===== src/sv/vsab_pkg.sv =====
// ----------------------------------------------------------------------------
// vsab_pkg
// Shared widths, codes and types for the variable-step Adams-Bashforth block.
// ----------------------------------------------------------------------------
package vsab_pkg;

  localparam int VB      = 32;           // value / force width
  localparam int WB      = 40;           // weight width, 32 fraction bits
  localparam int FRAC    = 32;
  localparam int SB      = 32;           // step register width
  localparam int MB      = 36;           // coefficient multiplier B width
  localparam int MP      = 32 + MB;      // coefficient multiplier product width
  localparam int PW      = 100;          // numerator / denominator width
  localparam int DN      = PW + 1;       // dividend bits after rounding offset
  localparam int RW      = 69;           // divider remainder width
  localparam int PRODW   = WB + VB;
  localparam int ACC_W   = WB + VB + 2;
  localparam int QD      = 4;            // front-to-back queue depth
  localparam int OD      = 8;            // result queue depth
  localparam int CIW     = 8;            // config index width

  localparam logic [CIW-1:0] CFG_STEP_NOW   = CIW'(0);
  localparam logic [CIW-1:0] CFG_STEP_PREV  = CIW'(1);
  localparam logic [CIW-1:0] CFG_STEP_PREV2 = CIW'(2);
  localparam logic [CIW-1:0] CFG_ORDER      = CIW'(3);

  localparam logic [1:0] ORDER_AB2 = 2'd2;
  localparam logic [1:0] ORDER_AB3 = 2'd3;

  localparam logic [SB-1:0] STEP_RESET = SB'(42949673);
  localparam logic [1:0]    ORDER_RESET = 2'd1;

  localparam logic [WB-1:0] WCAP = {1'b0, {(WB-1){1'b1}}};

  typedef enum logic [2:0] {
    C_IDLE, C_SQR, C_NLO, C_NHI, C_DLO, C_DHI, C_PREP, C_DIV
  } coef_state_t;

  typedef struct packed {
    logic [VB-1:0] value_re;
    logic [VB-1:0] value_im;
    logic [VB-1:0] force_new_re;
    logic [VB-1:0] force_new_im;
    logic [VB-1:0] force_mid_re;
    logic [VB-1:0] force_mid_im;
    logic [VB-1:0] force_old_re;
    logic [VB-1:0] force_old_im;
  } item_t;

  typedef struct packed {
    logic          ready;
    logic [WB-1:0] w_new;
    logic [WB-1:0] w_mid;
    logic [WB-1:0] w_old;
    logic          fault;
  } weights_t;

  typedef struct packed {
    logic [VB-1:0] updated_re;
    logic [VB-1:0] updated_im;
    logic          saturated;
    logic          coef_fault;
  } result_t;

endpackage


===== src/sv/vsab_front.sv =====
// ----------------------------------------------------------------------------
// vsab_front
// Input queue: takes items from the feeder and holds them for the datapath.
// ----------------------------------------------------------------------------
module vsab_front
  import vsab_pkg::*;
(
  input  logic  clk,
  input  logic  rst,
  input  logic  push,
  output logic  full,
  input  item_t item_in,
  output logic  avail,
  output item_t item_out,
  input  logic  deq
);

  localparam int AW = $clog2(QD);
  localparam int CW = $clog2(QD + 1);

  item_t          mem [QD];
  logic [AW-1:0]  wr_ptr;
  logic [AW-1:0]  rd_ptr;
  logic [CW-1:0]  count;
  logic           do_push;
  logic           do_pop;

  assign full     = (count == CW'(QD));
  assign avail    = (count != '0);
  assign item_out = mem[rd_ptr];
  assign do_push  = push && !full;
  assign do_pop   = deq && avail;

  always_ff @(posedge clk) begin
    if (do_push) begin
      mem[wr_ptr] <= item_in;
    end
  end

  always_ff @(posedge clk) begin
    if (rst) begin
      wr_ptr <= '0;
      rd_ptr <= '0;
      count  <= '0;
    end else begin
      if (do_push) wr_ptr <= wr_ptr + AW'(1);
      if (do_pop)  rd_ptr <= rd_ptr + AW'(1);
      case ({do_push, do_pop})
        2'b10:   count <= count + CW'(1);
        2'b01:   count <= count - CW'(1);
        default: count <= count;
      endcase
    end
  end

endmodule


===== config.mk =====
export PLATFORM = sky130hd
export DESIGN_NAME = vsab_front
export DESIGN_NICKNAME = d
export VERILOG_FILES = /design/src/sv/vsab_pkg.sv /design/src/sv/vsab_front.sv
export SDC_FILE = /design/constraint.sdc
export NUM_CORES = 1
export LEC_CHECK = 0
export BUFFER_PORTS_ARGS = -buffer_cell sky130_fd_sc_hd__buf_2
export CAP_MARGIN = 20
export CORE_ASPECT_RATIO = 2
export CORE_MARGIN = 10
export CORE_UTILIZATION = 35
export CTS_BUF_LIST = sky130_fd_sc_hd__clkbuf_16
export CTS_CLUSTER_DIAMETER = 120
export CTS_CLUSTER_SIZE = 28
export DETAILED_ROUTE_END_ITERATION = 8
export HOLD_SLACK_MARGIN = 0.1
export SLEW_MARGIN = 20
export SYNTH_ARGS = -nofsm -noshare
export SYNTH_HDL_FRONTEND = slang
export SYNTH_SLANG_ARGS = --single-unit

===== constraint.sdc =====
create_clock -name clk -period 7.64 [get_ports clk]
set_input_delay 1.528 -clock clk [delete_from_list [all_inputs] [get_ports clk]]
set_output_delay 1.528 -clock clk [all_outputs]
set_load 0.01 [all_outputs]

==> flow_summary.json, run 1 <==
{
  "outcome": "completed",
  "fin_tns_setup_ns": 0,
  "drtIter0Drc": 1083,
  "die_x_microns": 251.9,
  "vdd_ir_drop_max_uv": 303.8,
  "clk_pin_slew_ns": 0.10,
  "maxSlewHeadroom_pct": 26.38,
  "setup_violations": 0,
  "met3_usage_pct": 4.631,
  "synth_edf_count": 1024,
  "initial_core_util_pct": 35.20,
  "first_pass_iters": 5,
  "synth_area_leaders": "edfxtp_1 (82%), mux4_2 (15%), buf_12 (1.2%), dfxtp_1 (0.48%), buf_2 (0.33%)",
  "critPathMaxStageDelay_ns": 0.86,
  "fmax_mhz": 209.7,
  "clkSinkCount": 1033,
  "dpl-instance-area_sq_um": 41550,
  "ys_warn_count": 0,
  "syn-num-nets": 1655,
  "dieArea_sq_um": 121900,
  "yosys.area.top_type": "edfxtp_1",
  "wl_microns": 80780,
  "drv_slew": 0,
  "postSynth.asyncResetShare_pct": 0,
  "yosysUniqueCellTypes": 25,
  "ys_ff_latch": 1033,
  "hpwl_microns": 52280,
  "crit_type": "reg -> out",
  "htreeDepth": 2,
  "worst-path-buf-inv": 2,
  "maxCapViolations": 0,
  "busiest_layer": "met2",
  "seq_area_frac_synth_pct": 82.14,
  "grt_max_degree": 153,
  "required_ns": 6.11,
  "total_power_mw": 12.81,
  "drc": 0,
  "grt_setup_unrepaired": "no",
  "cp_slowest_cell": "buf_4",
  "min_period_ns": 4.768,
  "grt_pass1_wl_microns": 120000,
  "num_rows": 170,
  "avgSynthCellArea_sq_um": 27.11,
  "syn_area_sq_um": 37660,
  "p_leak_nw": 13.69,
  "gp_congestion": 0.7300,
  "drive_above_1_share_pct": 43.94,
  "syn_to_final_growth_pct": 13.38,
  "nets": 2179,
  "critPathMaxFanout": 47,
  "postCtsResizedCells": 0,
  "coreArea_sq_um": 107000,
  "cts_tree": "yes",
  "finalHoldViolCount": 0,
  "synthFlopType": "edfxtp_1",
  "critPathTopFamily": "buffers and inverters",
  "clock-skew-final_ns": 0.02234,
  "stdcell_area_sq_um": 42690,
  "use_met2_pct": 21.66,
  "clk_path_buf_depth": 3,
  "io_buffers": 517,
  "grt_pass1_vias": 17730,
  "dieHeight_microns": 483.9,
  "yosysMostFrequentCell": "edfxtp_1",
  "gr-usage-met1_pct": 15.73,
  "vias": 16480,
  "holdBufCountCts": 0,
  "ant_nets": 0,
  "worst_slew_pin_slew_ns": 1.104,
  "syn-instance-count": 1389,
  "cts_buffers": 42,
  "fill_cells": 9349,
  "end_kind": "output pin",
  "overflow": 0,
  "post-route-period-util_pct": 62.41,
  "grt.total_usage_pct": 13.01,
  "arrival_ns": 3.24,
  "p_per_area_nw_per_um2": 300.1,
  "finish.utilization_pct": 39.91,
  "start_kind": "flop",
  "clock-root-buffer": "clkbuf_16",
  "min_path_type": "reg -> reg",
  "synth_top_cell_area_share_pct": 81.66,
  "timing.critical_path.cells": "buf_4 > mux4_2 > buf_2",
  "antenna_found_initial": 31,
  "post-cts-setup-buffers": 0,
  "holdWs_ns": 0.5396,
  "synth_common_cells": "edfxtp_1 (1024), mux4_2 (256), buf_2 (25), buf_12 (22), dfxtp_1 (9)",
  "routedWlPerCell_microns": 24.43,
  "pin_count": 518,
  "worstSkewPairLatency_ns": 0.62,
  "viasPerCell": 4.984
}
worst register-to-register path, delay by kind of cell (launching register included):
family | cells | cell delay (ns)
simple gates | 3 | 0.91
buf+inv | 2 | 1.32
flops | 1 | 0.46
per-layer routing:
metal | share of wire, % | vias to the layer above
met5 | 0.37 | -
met4 | 2.1 | 46
met3 | 8.6 | 110
met2 | 50 | 536
met1 | 39 | 8773
li1 | - | 7012
cell families after synthesis:
logic type / Yosys count / synth area share [%]
adder cells (fa/ha/maj): 6 / 0.2193
XOR/XNOR: 4 / 0.09305
AND/OR/NAND/NOR: 17 / 0.2392
buffers and inverters: 65 / 1.861
multiplexers: 257 / 15.34
flip-flops: 1033 / 82.14
AO/OA/AOI/OAI: 7 / 0.1130
flip-flops by register name (all words and copies together), names as in the netlist, named ones only:
signal  count
rd_ptr      2
mem      1024
count       3
wr_ptr      2
metrics by stage:
step	cells	setup slack (ns)
after floorplan	1389	2.193
after global placement	3245	3.436
after detailed placement	3245	3.397
after CTS	3299	2.681
after global routing	3304	2.527
final	3306	2.872
final timing paths:
kind | startpoint | endpoint | slack, ns | cells after the start
hold reg to reg | rd_ptr[1] | rd_ptr[1] | 0.54 | 2
setup / recovery | flop | item_out[146] | 2.87 | 3
setup reg to reg | count[0] | mem[1][153] | 4.54 | 5
hold / removal | rd_ptr[1] | rd_ptr[1] | 0.54 | 2
placed cells by master (no fill, tap or decap):
cell / synthesis / layout
edfxtp_1: 1024 / 1024
buf_2: 25 / 517
mux4_2: 256 / 256
clkbuf_16: 0 / 43
inv_1: 7 / 16
buf_4: 1 / 14
diode_2: 0 / 7
nor2_1: 7 / 7
dfxtp_1: 9 / 7
buf_12: 22 / 7
ha_1: 5 / 5
and2_4: 0 / 4
or3_1: 3 / 3
xor2_1: 3 / 3
a21oi_1: 3 / 3
o21ai_0: 2 / 2
nand2b_1: 2 / 2
dfxtp_4: 0 / 2
o31a_1: 1 / 1
nor3b_1: 1 / 1
xnor2_1: 1 / 1
o311ai_0: 1 / 1
mux2i_1: 1 / 1
fa_1: 1 / 1
inv_6: 0 / 1
clkinv_2: 0 / 1
power breakdown:
part	internal [mW]	switching, mW	total (mW)
registers	6.76	0.178	6.93
clock network	1.02	1.58	2.60
logic	1.52	1.76	3.28
layout make-up:
type | instances | area [sq um] | share of cell area [%]
clock buffers | 43 | 1076 | 2.520
flip-flops and latches | 1033 | 30940 | 72.46
multi-input cells | 291 | 6036 | 14.14
well taps | 1376 | 1722 | 4.032
repair buffers | 538 | 2833 | 6.635
clock inverters | 11 | 47.55 | 0.1114
diodes | 7 | 17.52 | 0.04103
inverters | 7 | 26.28 | 0.06154
(Power assumes the default switching activity.)
==> run 2, diff against run 1 <==
==> constraint.sdc (replaced) <==
create_clock -name clk -period 4.2 [get_ports clk]
set_input_delay 0.84 -clock clk [delete_from_list [all_inputs] [get_ports clk]]
set_output_delay 0.84 -clock clk [all_outputs]
set_load 0.01 [all_outputs]
==> run 2 against run 1 <==
Via count is 0.17% lower; final cell count is 1.0% higher; register-to-register slack worse by 2.9 ns; clock skew is 0.0016 ns higher; global-route usage is 0.34 points higher; flip-flop and latch count stayed put; worst hold slack worse by 0.12 ns; sequential share of layout area is 0.85 points lower; final area is 1.2% higher; first-iteration DRC count is 0.28% higher; clock power is 83% higher; die area stayed put; critical path type unchanged; critical endpoint is now item_out[154]; largest power group unchanged.
==> flow_summary.json, run 2 (same netlist as run 1, synthesis figures left out) <==
{
  "outcome": "completed",
  "syn_to_final_growth_pct": 14.73,
  "drtIter0Drc": 1086,
  "drv_slew": 0,
  "hpwl_microns": 55070,
  "io_buffers": 517,
  "drive_above_1_share_pct": 44.46,
  "final_cell_mix": "edfxtp_1 (1024), buf_2 (517), mux4_2 (256), clkbuf_16 (43), buf_12 (30)",
  "timing.critical_path.cells": "buf_12 > mux4_2 > buf_2",
  "pwr-share-comb_pct": 26.9,
  "first_pass_iters": 5,
  "initial_core_util_pct": 35.20,
  "crit_type": "reg -> out",
  "post-cts-setup-buffers": 0,
  "sw_frac_of_total_pct": 27.50,
  "vias": 16450,
  "cp_slowest_cell": "dfxtp_4",
  "drc": 0,
  "clkSinkCount": 1033,
  "ant_nets": 0,
  "largest_reg_flops": 1024,
  "stdcell_area_sq_um": 43200,
  "htreeDepth": 2,
  "dieHeight_microns": 483.9,
  "holdWs_ns": 0.4246,
  "grt_max_degree": 77,
  "pin_count": 518,
  "fin_cells": 3339,
  "multi_input_area_sq_um": 6036,
  "dpl-instance-area_sq_um": 42030,
  "min_path_type": "in -> reg",
  "clock-skew-final_ns": 0.02392,
  "wl_microns": 82800,
  "cts_buffers": 42,
  "postCtsResizedCells": 0,
  "regMostFlops": "mem",
  "fill_cells": 9311,
  "grt_pass1_wl_microns": 122700,
  "setup_violations": 0,
  "clk_path_buf_depth": 3,
  "maxCapViolations": 0,
  "critPathMaxFanout": 54,
  "required_ns": 3.36,
  "placed_cells": 3270,
  "p_int_mw": 17.16,
  "grt_pass1_vias": 17940,
  "num_rows": 170,
  "end_kind": "output pin",
  "nets": 2204,
  "viasPerCell": 4.926,
  "seqPwrFrac_pct": 53.0,
  "worstSkewPairLatency_ns": 0.62,
  "clock-root-buffer": "clkbuf_16",
  "dieArea_sq_um": 121900,
  "fin_ws_ns": 0.7334,
  "finalHoldViolCount": 0,
  "grt_setup_unrepaired": "no",
  "vdd_ir_drop_max_uv": 464.8,
  "cts_tree": "yes",
  "critPathTopFamily": "flip-flops",
  "overflow": 0,
  "final_common_cell": "edfxtp_1",
  "min_period_ns": 3.467,
  "antenna_found_initial": 25,
  "worst_slew_pin_slew_ns": 0.6640,
  "arrival_ns": 2.63,
  "holdBufCountCts": 0,
  "fmax_mhz": 288.5,
  "grt.total_usage_pct": 13.35,
  "worst-path-buf-inv": 2,
  "start_kind": "flop",
  "clk_pin_slew_ns": 0.11,
  "p_per_area_nw_per_um2": 547.9,
  "total_power_mw": 23.67,
  "top_regs": "mem: 1024 flops, count: 3 flops",
  "netSwitchingPower_mw": 6.508,
  "post-route-period-util_pct": 82.54,
  "die_x_microns": 251.9,
  "clock_power_share_pct": 20.1,
  "r2r_slack_ns": 1.62,
  "coreArea_sq_um": 107000,
  "p_leak_nw": 13.94,
  "critPathMaxStageDelay_ns": 0.71,
  "routedWlPerCell_microns": 24.80,
  "gp_congestion": 0.7131,
  "maxSlewHeadroom_pct": 55.73,
  "dp_slack_ns": 1.296,
  "seq_area_sq_um": 30940
}
## run 2: changes by cell type in the layout (fill, tap and decap cells not counted)
cell and delta:
buf_12 +23, diode_2 -1, buf_4 +2, inv_1 +9
## run 2: path summary, 6_finish.rpt
check,start,end,cells after the start
max,flop,item_out[154],3
min,item_in[44],mem[2][44],1
max reg2reg,count[2],count[2],9
min reg2reg,rd_ptr[1],rd_ptr[1],2
## run 2: per-stage QoR
stage                     util [%]  setup TNS, ns
after CTS                    40.36              0
after detailed placement     39.28              0
after global placement       39.28              0
after floorplan                  -        -572.31
final                        40.38              0
after global routing         40.37              0
## run 2: area by class of cell
class	count	share of cell area [%]
Antenna cell	6	0.03475
Clock buffer	43	2.491
Clock inverter	20	0.1883
Inverter	7	0.06082
Multi-Input combinational cell	291	13.97
Sequential cell	1033	71.61
Tap cell	1376	3.985
Timing Repair Buffer	563	7.658
## run 2: power by group through the flow
| stage | clock network, mW | registers, mW | logic (mW) |
|---|---|---|---|
| 5_1_grt | 5.32 | 12.6 | 6.89 |
| 3_3_place_gp | 0 | 12.7 | 6.55 |
| 6_report | 4.76 | 12.6 | 6.36 |
| 2_1_floorplan | 0 | 12.7 | 4.32 |
| 3_5_place_dp | 0 | 12.8 | 6.58 |
| 4_1_cts | 4.99 | 12.6 | 6.61 |
## run 2: worst reg2reg max path: cells and delay by family, from the launching register on
kind / cells / cell delay, ns
AND/OR/NAND/NOR: 3 / 1.05
buffers and inverters: 2 / 0.17
AO/OA/AOI/OAI: 1 / 0.14
XOR/XNOR: 1 / 0.16
flip-flops: 1 / 0.42
adder cells (fa/ha/maj): 2 / 0.58
## run 2: routing by layer
metal | part of all wire, % | global-route usage [%]
met1 | 37 | 15.74
met2 | 51 | 22.68
met3 | 9.4 | 5.045
met4 | 1.7 | 3.233
met5 | 0.30 | 0
==> run 3, diff against run 2 <==
==> constraint.sdc (replaced) <==
create_clock -name clk -period 2.9 [get_ports clk]
set_input_delay 0.58 -clock clk [delete_from_list [all_inputs] [get_ports clk]]
set_output_delay 0.58 -clock clk [all_outputs]
set_load 0.01 [all_outputs]
==> run 3 against run 2 <==
Routed wire length increased by 2.0%; sequential share of layout area decreased by 1.9 points; combinational power increased by 62%; via count increased by 1.8%; flip-flop and latch count unchanged; register-to-register slack got worse by 0.96 ns; critical path depth increased by 1; final cell count increased by 2.2%; sequential power increased by 44%.
==> flow_summary.json, run 3 (same netlist as run 1, synthesis figures left out) <==
{
  "largest_reg_flops": 1024,
  "cts_buffers": 42,
  "nets": 2282,
  "dp_slack_ns": 0.5785,
  "fmax_mhz": 348.1,
  "start_kind": "flop",
  "clk_path_buf_depth": 3,
  "vdd_ir_drop_max_uv": 804.1,
  "seq_area_sq_um": 30940,
  "fin_ws_ns": 0.02694,
  "post-route-period-util_pct": 99.07,
  "dieHeight_microns": 483.9,
  "hpwl_microns": 55790,
  "antenna_found_initial": 29,
  "total_power_mw": 35.34,
  "io_buffers": 517,
  "drive_above_1_share_pct": 44.40,
  "critPathMaxFanout": 15,
  "fill_cells": 9276,
  "cts_tree": "yes",
  "grt_pass1_wl_microns": 124800,
  "crit_type": "reg -> out",
  "routedWlPerCell_microns": 24.74,
  "regMostFlops": "mem",
  "viasPerCell": 4.906,
  "setup_violations": 0,
  "die_x_microns": 251.9,
  "grt.total_usage_pct": 13.62,
  "clock-skew-final_ns": 0.02925,
  "ant_nets": 0,
  "clk_pin_slew_ns": 0.11,
  "min_period_ns": 2.873,
  "arrival_ns": 2.29,
  "min_path_type": "in -> reg",
  "clkSinkCount": 1033,
  "required_ns": 2.32,
  "outcome": "completed",
  "initial_core_util_pct": 35.20,
  "placed_cells": 3279,
  "finalHoldViolCount": 0,
  "worstSkewPairLatency_ns": 0.63,
  "drtIter0Drc": 1107,
  "syn_to_final_growth_pct": 17.82,
  "final_common_cell": "edfxtp_1",
  "finish.utilization_pct": 41.47,
  "maxSlewHeadroom_pct": 58.29,
  "fin_tns_setup_ns": 0,
  "grt_pass1_vias": 18330,
  "coreArea_sq_um": 107000,
  "end_kind": "output pin",
  "num_rows": 170,
  "first_pass_iters": 5,
  "dieArea_sq_um": 121900,
  "multi_input_area_sq_um": 6043,
  "fin_cells": 3414,
  "vias": 16750,
  "drc": 0,
  "grt_setup_unrepaired": "yes",
  "p_leak_nw": 14.41,
  "maxCapViolations": 0,
  "p_per_area_nw_per_um2": 796.5,
  "worst_slew_pin_slew_ns": 0.6256,
  "final_cell_mix": "edfxtp_1 (1024), buf_2 (498), mux4_2 (256), dlygate4sd3_1 (51), clkbuf_16 (47)",
  "wl_microns": 84460,
  "clock-root-buffer": "clkbuf_16",
  "pin_count": 518,
  "htreeDepth": 2,
  "top_regs": "mem: 1024 flops, count: 3 flops",
  "overflow": 0,
  "gp_congestion": 0.7152,
  "drv_slew": 0,
  "grt_max_degree": 69
}
[run 3: report_power, final]
group | internal, mW | switching (mW)
combinational | 5.04 | 5.25
sequential | 17.8 | 0.281
clock | 2.80 | 4.18
[run 3: area by class of cell]
type                            instances  share of cell area [%]
Sequential cell                      1033                   69.73
Inverter                                7                 0.08743
Timing Repair Buffer                  641                   9.989
Clock buffer                           45                   2.538
Antenna cell                           11                 0.06205
Multi-Input combinational cell        291                   13.62
Clock inverter                         10                 0.08743
Tap cell                             1376                   3.881
[run 3: worst paths after layout]
| path | cells after the start | slack, ns | start | endpoint |
|---|---|---|---|---|
| worst min-delay path | 1 | 0.17 | item_in[200] | mem[2][200] |
| worst min register to register | 2 | 0.53 | wr_ptr[1] | wr_ptr[1] |
| worst max register to register | 10 | 0.66 | count[2] | count[2] |
| worst max-delay path | 4 | 0.03 | flop | item_out[111] |
[run 3: through the flow]
step,cell area [sq um],hold slack (ns)
after floorplan,37690,0.4818
after global placement,42140,0.4954
after detailed placement,42140,0.5225
after CTS,44120,0.1002
after global routing,44350,0.1221
final,44370,0.1676
[run 3: routing by layer]
layer	global-route usage, %	vias up	wire, microns	part of all wire [%]
li1	-	7236	-	-
met1	15.99	8853	31950	38
met2	23.00	537	42810	51
met3	5.055	92	7699	9.1
met4	3.893	32	1785	2.1
met5	0	-	208	0.25
[run 3: what timing repair did]
action,in CTS,in global routing
hold endpoints to repair,168,0
hold buffers,51,0
gates cloned,7,2
endpoints found under the setup margin,190,104
resized for setup,14,21
setup buffers,7,2
[run 3: critical path, cell delays in order, from the launching register on]
cell and delay [ns]:
dfxtp_4 0.41, buf_16 0.19, bufbuf_16 0.35, mux4_2 0.54, buf_2 0.16
